### src/rtl/core/sate_pkg.sv
package sate_pkg;

   // default geometry
   localparam int DEF_IMAGE_WIDTH  = 512;
   localparam int DEF_IMAGE_HEIGHT = 512;
   localparam int DEF_SENSE_WINDOW = 2;

   // request kinds
   localparam logic [1:0] REQ_STEP = 2'd0;
   localparam logic [1:0] REQ_EVAP = 2'd1;
   localparam logic [1:0] REQ_READ = 2'd2;

   // random turn codes
   localparam logic [1:0] TURN_POS = 2'd1;
   localparam logic [1:0] TURN_NEG = 2'd2;

   // register indexes
   localparam logic [1:0] CSR_DECAY  = 2'd0;
   localparam logic [1:0] CSR_SENSOR = 2'd1;
   localparam logic [1:0] CSR_BG     = 2'd2;

   // register reset values
   localparam logic [16:0] DECAY_RESET  = 17'd65339;
   localparam logic [16:0] ONE_Q16      = 17'd65536;
   localparam logic [4:0]  SENSOR_RESET = 5'd8;
   localparam logic [23:0] BG_RESET     = 24'd0;

   // fixed point constants
   localparam logic signed [15:0] ROT_COS = 16'sd30274;
   localparam logic signed [15:0] ROT_SIN = 16'sd12540;
   localparam logic signed [8:0]  DIAG_Q8 = 9'sd181;
   localparam logic [31:0]        SLOW_SQ = 32'd16777216;

   function automatic logic signed [15:0] sat16(input logic signed [33:0] v);
      logic signed [15:0] r;
      if (v > 34'sd32767) r = 16'sh7fff;
      else if (v < -34'sd32768) r = 16'sh8000;
      else r = v[15:0];
      return r;
   endfunction

endpackage

### src/rtl/core/sate_ratio.sv
// per-channel quotient of a pixel by the swarm colour, one quotient bit a cycle
module sate_ratio import sate_pkg::*; (
   input  logic        clock,
   input  logic        reset,
   input  logic        start,
   input  logic [23:0] pixel,
   input  logic [23:0] favor,
   output logic        done,
   output logic        match
);

   logic       busy_ff, busy_in;
   logic       done_ff, done_in;
   logic [2:0] step_ff, step_in;
   logic [7:0] num_ff [3];
   logic [7:0] num_in [3];
   logic [7:0] den_ff [3];
   logic [7:0] den_in [3];
   logic [7:0] rem_ff [3];
   logic [7:0] rem_in [3];
   logic [7:0] quo_ff [3];
   logic [7:0] quo_in [3];
   logic [8:0] trial  [3];
   logic [7:0] quo_eff [3];

   always_comb begin
      busy_in = busy_ff;
      step_in = step_ff;
      done_in = busy_ff && (step_ff == 3'd7);
      for (int i = 0; i < 3; i++) begin
         num_in[i] = num_ff[i];
         den_in[i] = den_ff[i];
         rem_in[i] = rem_ff[i];
         quo_in[i] = quo_ff[i];
         trial[i]  = {rem_ff[i], num_ff[i][7]};
         quo_eff[i] = (den_ff[i] == 8'd0) ? 8'd0 : quo_ff[i];
      end
      if (start) begin
         busy_in = 1'b1;
         step_in = 3'd0;
         for (int i = 0; i < 3; i++) begin
            num_in[i] = pixel[8*i +: 8];
            den_in[i] = favor[8*i +: 8];
            rem_in[i] = 8'd0;
            quo_in[i] = 8'd0;
         end
      end else if (busy_ff) begin
         step_in = step_ff + 3'd1;
         if (step_ff == 3'd7) begin
            busy_in = 1'b0;
         end
         for (int i = 0; i < 3; i++) begin
            num_in[i] = {num_ff[i][6:0], 1'b0};
            if (trial[i] >= {1'b0, den_ff[i]}) begin
               rem_in[i] = 8'(trial[i] - {1'b0, den_ff[i]});
               quo_in[i] = {quo_ff[i][6:0], 1'b1};
            end else begin
               rem_in[i] = trial[i][7:0];
               quo_in[i] = {quo_ff[i][6:0], 1'b0};
            end
         end
      end
   end

   always_ff @(posedge clock) begin
      if (reset) begin
         busy_ff <= 1'b0;
         done_ff <= 1'b0;
         step_ff <= 3'd0;
      end else begin
         busy_ff <= busy_in;
         done_ff <= done_in;
         step_ff <= step_in;
      end
      num_ff <= num_in;
      den_ff <= den_in;
      rem_ff <= rem_in;
      quo_ff <= quo_in;
   end

   assign done  = done_ff;
   assign match = (quo_eff[0] == quo_eff[1]) && (quo_eff[1] == quo_eff[2]);

endmodule

### config.mk
export PLATFORM = sky130hd
export DESIGN_NAME = sate_ratio
export DESIGN_NICKNAME = d
export VERILOG_FILES = /design/src/rtl/core/sate_pkg.sv /design/src/rtl/core/sate_ratio.sv
export SDC_FILE = /design/constraint.sdc
export NUM_CORES = 1
export LEC_CHECK = 0
export BUFFER_PORTS_ARGS = -buffer_cell sky130_fd_sc_hd__buf_2
export CORE_MARGIN = 2
export CORE_UTILIZATION = 54
export CTS_CLUSTER_DIAMETER = 200
export DETAILED_ROUTE_END_ITERATION = 12
export PLACE_DENSITY = 0.77
export SLEW_MARGIN = 20
export SYNTH_ARGS = -nofsm -noshare
export SYNTH_HDL_FRONTEND = slang
export SYNTH_SLANG_ARGS = --single-unit
### constraint.sdc
create_clock -name clock -period 2.67 [get_ports clock]
set_clock_uncertainty 0.2 [all_clocks]
set_input_delay 0.1335 -clock clock [delete_from_list [all_inputs] [get_ports clock]]
set_output_delay 0.1335 -clock clock [all_outputs]
set_load 0.02 [all_outputs]
==> metrics.md, run 1 <==
| Metric | Value |
|---|---|
| CP Capture Type | `primary output` |
| Final Cycle Share | `1.22` |
| Pins over their slew limit | `0` |
| Post-Syn Area | `about 5400 sq um` |
| Design Area, Final | `6700 sq um` |
| Cell Count, Final, Fillers Out | `789` |
| Chip height | `approximately 100 um` |
| Nets@finish | `~730` |
| Worst path bufs/invs | `1` |
| Antenna violations before repair | `0` |
| Placed wire-length estimate | `between 7000 and 8000 um` |
| Final core occ | `0.686` |
| Syn avg cell area | `around 10 sq um` |
| Min-Delay Endpoint | `den_ff[18]` |
| Final wirelength | `around 12000 um` |
| Die area | `10900 sq um` |
| Max Cap Violations | `0` |
| Netlist cell types | `68` |
| Core Area | `around 9800 sq um` |
| Top_reg_cell synth | `dfxtp_1` |
| NetSw | `between 1 and 1.5 mW` |
| Comb pwr share | `0.233` |
| Global router's overall resource usage | `0.223` |
| Largest net degree at the start of global routing | `between 60 and 70` |
| Synth top cells by count | `53 x dfxtp_1, 51 x nor2_1, 48 x edfxtp_1, 39 x inv_1, 27 x mux2i_1` |
| Clock network fraction of total power | `0.277` |
| I/O Pins | `53` |
| # clock sinks | `slightly above 100` |
| Worst hold path type | `primary input to flop` |
| Crit-path cells | `or4_4 -> or2_4 -> a222oi_1 -> a31oi_1 -> or4b_4 -> nor4_4 -> buf_4` |
| Status | `finished, violations left` |
| Switching Share | `0.294` |
| Gpl congestion | `between 0.9 and 1` |
| Top area cells in the synthesized netlist | `edfxtp_1 27%, dfxtp_1 20%, ha_1 6.0%` |
| Number of synthesized register bits | `just over 100` |
| Worst EP required | `roughly 2.3 ns` |
| CTS tree | `yes` |
| Setup TNS | `-0.581 ns` |
| DR DRC count | `0` |
| CTS buffer count | `9` |
| Synthesis-to-layout area growth | `23.5%` |
| Placed Cells | `~700` |
| Fmax | `just over 300 MHz` |
| Yosys top cell by area | `edfxtp_1` |
| Setup-failing EPs final | `1` |
| Cells after synthesis | `~540` |
| Drt first pass iters | `5` |
| Ant diodes | `0` |
| R2R setup slack | `between 0.1 and 0.15 ns` |
| Sequential Power Share | `0.490` |
| H-Tree Depth | `3` |
| Vias | `~4400` |
| Initial drt markers | `roughly 230` |
| Clock transition at path regs | `about 0.11 ns` |
| Async SR Flop Fraction | `0` |
| Root Buffer | `clkbuf_8` |
| Hold Path Depth | `2` |
| CP Launch Type | `flop` |
| Share of layout cells above drive strength 1 | `0.203` |
| Int Power | `~2.6 mW` |
| Number of routed nets with antenna violations | `0` |
| Vias in the first global route | `~4300` |
| Setup CP Type | `flop to primary output` |
| Site Rows | `36` |
| Worst path top cell family by delay | `simple AND/OR/NAND/NOR gates` |
| Max_slew headroom | `0.468` |
| Final Hold Vio Count | `0` |
| Post-route minimum period | `3.25 ns` |
| Hold WS | `around 0.27 ns` |
| RR Startpoint | `den_ff[1]` |
| Worst r2r path cells | `9` |
| Sequential share of the synthesized area | `0.461` |
| Worst hold path startpoint | `favor[2]` |
| Initial core utilization | `0.556` |
| Data arrival, critical path | `just under 3 ns` |
| Synth warn | `0` |
| WL/cell | `15.0 um` |
| Die Wd | `approximately 100 um` |
| Worst Path Max Fanout | `8` |
| RSZ-0062 raised after global routing | `yes` |
| Most common cell in the netlist | `dfxtp_1` |
| Slowest CP cell | `or4_4` |
| Pwr/cell area | `about 550 nW/um^2` |
| Worst Tran Pin Value | `~0.8 ns` |
| Port Buffers | `52` |
| Synth top area share | `0.265` |
| Setup ws final | `-0.581 ns` |
| DR vias/cell | `5.60` |
| Dpl cell area | `5960 sq um` |
| Clock buffer depth | `2` |
| Worst ir drop on vdd | `between 0.4 and 0.5 mV` |
| EDFF count, synth | `48` |
| First-pass GRT wire length | `19900 um` |
| Violated checks | `setup timing` |
| R2R Path End | `rem_ff[5]` |
| Lkg Pwr | `between 2 and 3 nW` |
| Syn_nets | `just over 600` |
| Worst skew pair latency | `roughly 0.37 ns` |
| Crit path largest cell delay | `0.57 ns` |
| Grt ovf | `0` |
layout make-up:
type,instances,area [sq um]
Tap cell,133,166
Timing Repair Buffer,132,991
Inverter,40,150
Clock inverter,7,81.3
Fill cell,751,3070
Clock buffer,9,124
Sequential cell,101,2500
Multi-Input combinational cell,367,2690
worst max path at each step:
| stage | from | end | slack [ns] | depth (start not counted) |
|---|---|---|---|---|
| 6_report | den_ff[20] | match | -0.58 | 7 |
| 5_1_grt | den_ff[0] | match | -0.79 | 7 |
| 4_1_cts | den_ff[0] | match | -0.60 | 7 |
| 3_5_place_dp | den_ff[19] | match | -0.29 | 7 |
| 3_3_place_gp | den_ff[19] | match | -0.25 | 7 |
| 2_1_floorplan | den_ff[3] | match | -0.13 | 7 |
flip-flops by register name, indices dropped and copies added (netlist names):
register / cells
done: 1
quo_ff: 24
den_ff: 24
step_ff: 3
rem_ff: 24
busy_ff: 1
num_ff: 24
power by group through the flow:
stage	clock, mW	combinational (mW)	sequential, mW
after floorplan	0	0.587	1.82
after global placement	0	0.758	1.84
after detailed placement	0	0.786	1.85
after CTS	1.04	0.850	1.81
after global routing	1.09	0.957	1.83
final	1.02	0.864	1.81
cells in the final DEF, fill, tap and decap left out, types with 4 or more instances in the layout:
| master | netlist | final |
|---|---|---|
| a21boi_0 | 6 | 6 |
| nor2b_1 | 10 | 10 |
| o21ai_0 | 18 | 18 |
| dlygate4sd3_1 | 0 | 50 |
| edfxtp_1 | 48 | 48 |
| nor4_1 | 7 | 7 |
| mux2_2 | 21 | 21 |
| xnor2_1 | 8 | 8 |
| o211ai_1 | 5 | 5 |
| o21a_1 | 6 | 6 |
| buf_2 | 2 | 50 |
| a31o_2 | 4 | 4 |
| a21oi_1 | 17 | 17 |
| ha_1 | 26 | 26 |
| buf_4 | 0 | 32 |
| clkbuf_8 | 0 | 9 |
| nor2_1 | 51 | 51 |
| dfxtp_1 | 53 | 52 |
| nor3_1 | 18 | 18 |
| o41ai_1 | 5 | 5 |
| inv_1 | 39 | 39 |
| and2_1 | 4 | 4 |
| o311ai_0 | 6 | 6 |
| a311oi_1 | 10 | 10 |
| inv_6 | 0 | 4 |
| nand3_1 | 16 | 16 |
| a211oi_1 | 10 | 10 |
| nand2_1 | 25 | 25 |
| a211o_1 | 4 | 4 |
| mux2i_1 | 27 | 27 |
timing repair:
item	in CTS	in global routing
pin swaps	2	2
hold buffers	50	0
hold endpoints to repair	61	0
endpoints found under the setup margin	1	2
buffers inserted	1	2
gates resized for setup	5	1
worst register-to-register path: stages, from the launching register on:
cell	delay, ns
edfxtp_1	0.40
buf_4	0.15
inv_1	0.05
ha_1	0.23
nor2b_1	0.13
o21a_1	0.19
o21ai_2	0.16
or4b_2	0.60
o311ai_0	0.16
a31o_2	0.21
metal layers:
| metal | vias to the layer above | wire [um] | global-route usage |
|---|---|---|---|
| li1 | 2225 | - | - |
| met1 | 2074 | 5370 | 0.281 |
| met2 | 103 | 5840 | 0.378 |
| met3 | 19 | 467 | 0.0501 |
| met4 | 0 | 199 | 0.0753 |
| met5 | - | 0 | 0 |
kinds of logic after synthesis:
logic type,synth area share
flip-flops,0.461
XOR/XNOR,0.0177
AND/OR/NAND/NOR,0.144
buffers and inverters,0.0495
multiplexers,0.0933
adder cells (fa/ha/maj),0.0710
AO/OA/AOI/OAI,0.163
metrics by stage:
stage | worst slack, ns | total power [mW]
6_report | -0.581 | 3.70
5_1_grt | -0.788 | 3.88
4_1_cts | -0.602 | 3.70
3_5_place_dp | -0.289 | 2.63
3_3_place_gp | -0.248 | 2.60
2_1_floorplan | -0.128 | 2.41
No activity file was read; power rests on OpenSTA's default activity.
==> inputs of run 2 (changes only) <==
Settings changed: PLACE_DENSITY 0.77 to 0.74.
==> metrics.md, run 2 (same netlist as run 1, synthesis figures left out) <==
| Metric | Value |
|---|---|
| Synthesis-to-layout area growth | `26.1%` |
| Port Buffers | `52 (unchanged)` |
| Commonest non-fill, non-tap cells in the layout | `52 x dfxtp_1, 51 x nor2_1, 50 x dlygate4sd3_1, 50 x buf_2, 48 x edfxtp_1` |
| First-pass GRT wire length | `20900 um (+5.2%)` |
| Share of layout cells above drive strength 1 | `0.234 (+0.0310)` |
| WL/cell | `16.7 um (+11%)` |
| Vias in the first global route | `4437 (+2.3%)` |
| Setup TNS | `-0.642 ns (-0.0605 ns)` |
| Slowest CP cell | `or4_4` |
| Commonest non-fill, non-tap cell in the layout | `dfxtp_1` |
| Worst path top cell family by delay | `simple AND/OR/NAND/NOR gates` |
| Status | `finished, violations left` |
| Cell Count, Final, Fillers Out | `796 (+0.89%)` |
| Sequential Power Share | `0.489 (about the same)` |
| Dpl cell area | `5970 sq um (+0.21%)` |
| Root Buffer | `clkbuf_8` |
| Post-route minimum period | `3.31 ns (+0.0605 ns)` |
| Drt first pass iters | `5 (unchanged)` |
| GR Layer Usage met1 | `0.303 (+0.0219)` |
| Clock transition at path regs | `0.11 ns (about the same)` |
| Global router's overall resource usage | `0.237 (+0.0143)` |
| Met3 Use GR | `0.0420 (-0.00815)` |
| Placed Cells | `720 (unchanged)` |
| GR peak layer | `met2` |
| Die area | `10900 sq um (unchanged)` |
| Design Area, Final | `6850 sq um (+2.1%)` |
| CP Capture Type | `primary output` |
| Worst skew pair latency | `0.38 ns (about the same)` |
| Die Wd | `104 um (unchanged)` |
| CTS tree | `yes` |
| Layout fillers | `708 (-5.7%)` |
| Ant diodes | `0 (unchanged)` |
| Setup ws final | `-0.642 ns (-0.0605 ns)` |
| Clock network fraction of total power | `0.256 (-0.021)` |
| Lkg Pwr | `2.81 nW (+2.1%)` |
| Worst hold path startpoint | `favor[3]` |
| Worst Tran Pin Value | `0.807 ns (+0.00850 ns)` |
| Number of routed nets with antenna violations | `0 (unchanged)` |
| Comb pwr share | `0.255 (+0.022)` |
| CP Launch Type | `flop` |
| Pins over their slew limit | `0 (unchanged)` |
| Nets@finish | `738 (+0.96%)` |
| Antenna violations before repair | `0 (unchanged)` |
| M2 GR Usage | `0.395 (+0.0177)` |
| Max Cap Violations | `0 (unchanged)` |
| Final wirelength | `13300 um (+12%)` |
| Int Power | `2.56 mW (-2.1%)` |
| Crit-path cells | `or4_4 -> or2_4 -> a222oi_1 -> a31oi_1 -> or4b_4 -> nor4_4 -> buf_4` |
| Worst Path Max Fanout | `2 (-6)` |
| Final Cycle Share | `1.24 (+0.0227)` |
| RR Startpoint | `den_ff[9]` |
| Worst EP required | `2.34 ns (about the same)` |
| # clock sinks | `101 (unchanged)` |
| Hold WS | `0.246 ns (-0.0202 ns)` |
| Worst hold path type | `primary input to flop` |
| Overall power | `3.72 mW (+0.58%)` |
| Initial drt markers | `261 (+16%)` |
| CTS buffer count | `9 (unchanged)` |
| Data arrival, critical path | `2.98 ns (+0.06 ns)` |
| Worst path bufs/invs | `1 (unchanged)` |
| Site Rows | `36 (unchanged)` |
| Final Hold Vio Count | `0 (unchanged)` |
| Core Area | `9770 sq um (unchanged)` |
| NetSw | `1.17 mW (+7.1%)` |
| DR vias/cell | `5.80 (+3.4%)` |
| Max_slew headroom | `0.462 (-0.00567)` |
| Pwr/cell area | `544 nW/um^2 (-1.5%)` |
| Switching Share | `0.313 (+0.0190)` |
| DR DRC count | `0 (unchanged)` |
| Crit path largest cell delay | `0.56 ns (about the same)` |
| Placed wire-length estimate | `8000 um (+2.3%)` |
| Vias | `4613 (+4.3%)` |
| Chip height | `104 um (unchanged)` |
| H-Tree Depth | `3 (unchanged)` |
| Clock buffer depth | `2 (unchanged)` |
| CP startpoint | `den_ff[3]` |
| I/O Pins | `53 (unchanged)` |
| Setup CP Type | `flop to primary output` |
| Worst ir drop on vdd | `0.358 mV (-15%)` |
| Largest net degree at the start of global routing | `68 (+1.5%)` |
| Violated checks | `setup timing` |
| Grt ovf | `0 (unchanged)` |
| RSZ-0062 raised after global routing | `yes` |
| Fmax | `302 MHz (-1.8%)` |
| Setup-failing EPs final | `1 (unchanged)` |
| Gpl congestion | `0.865 (-4.3%)` |
| Final core occ | `0.701 (+0.0147)` |
| Pre-CTS setup slack | `-0.326 ns (-0.0368 ns)` |
| Initial core utilization | `0.556 (unchanged)` |
run 2: cell count changes in the layout (fill, tap and decap cells not counted), moves of 4 or more:
cell      change
buf_4         +5
o311ai_0      -4
inv_6         -4
a311oi_1      -4
a311oi_2      +4
run 2: power by group through the flow:
stage / clock (mW) / sequential, mW / combinational, mW
after floorplan: 0 / 1.82 / 0.587
after global placement: 0 / 1.84 / 0.764
after detailed placement: 0 / 1.85 / 0.794
after CTS: 0.952 / 1.81 / 0.862
after global routing: 1.01 / 1.83 / 1.04
final: 0.952 / 1.82 / 0.950
run 2: cell type report:
| class | count | area (sq um) | area share |
|---|---|---|---|
| Clock buffer | 10 | 128 | 0.0186 |
| Clock inverter | 6 | 56.3 | 0.00822 |
| Inverter | 40 | 150 | 0.0219 |
| Multi-Input combinational cell | 367 | 2780 | 0.407 |
| Sequential cell | 101 | 2500 | 0.366 |
| Tap cell | 133 | 166 | 0.0243 |
| Timing Repair Buffer | 139 | 1060 | 0.155 |
run 2: worst paths after layout:
check	end	slack, ns	cells after the start
setup / recovery	match	-0.64	7
hold / removal	den_ff[19]	0.25	2
setup reg to reg	rem_ff[11]	0.02	11
hold reg to reg	rem_ff[23]	0.30	2
run 2: layer usage:
metal	vias to the layer above	wire length, um
met3	33	646
met5	-	0
met4	0	357
li1	2239	-
met2	158	6510
met1	2183	5780
run 2: timing repair:
item / in CTS / in global routing
resized for setup: 4 / 25
hold buffers: 50 / 0
pin swaps: 2 / 10
endpoints found under the setup margin: 1 / 11
buffers inserted: 2 / 8
hold endpoints to repair: 62 / 0
run 2: worst register-to-register path: cells and delay by family (launching register included):
| family | cells | cell delay, ns |
|---|---|---|
| flops | 1 | 0.39 |
| buf+inv | 4 | 0.49 |
| simple gates | 1 | 0.17 |
| compound gates | 5 | 1.06 |
| fa+ha+maj | 1 | 0.26 |
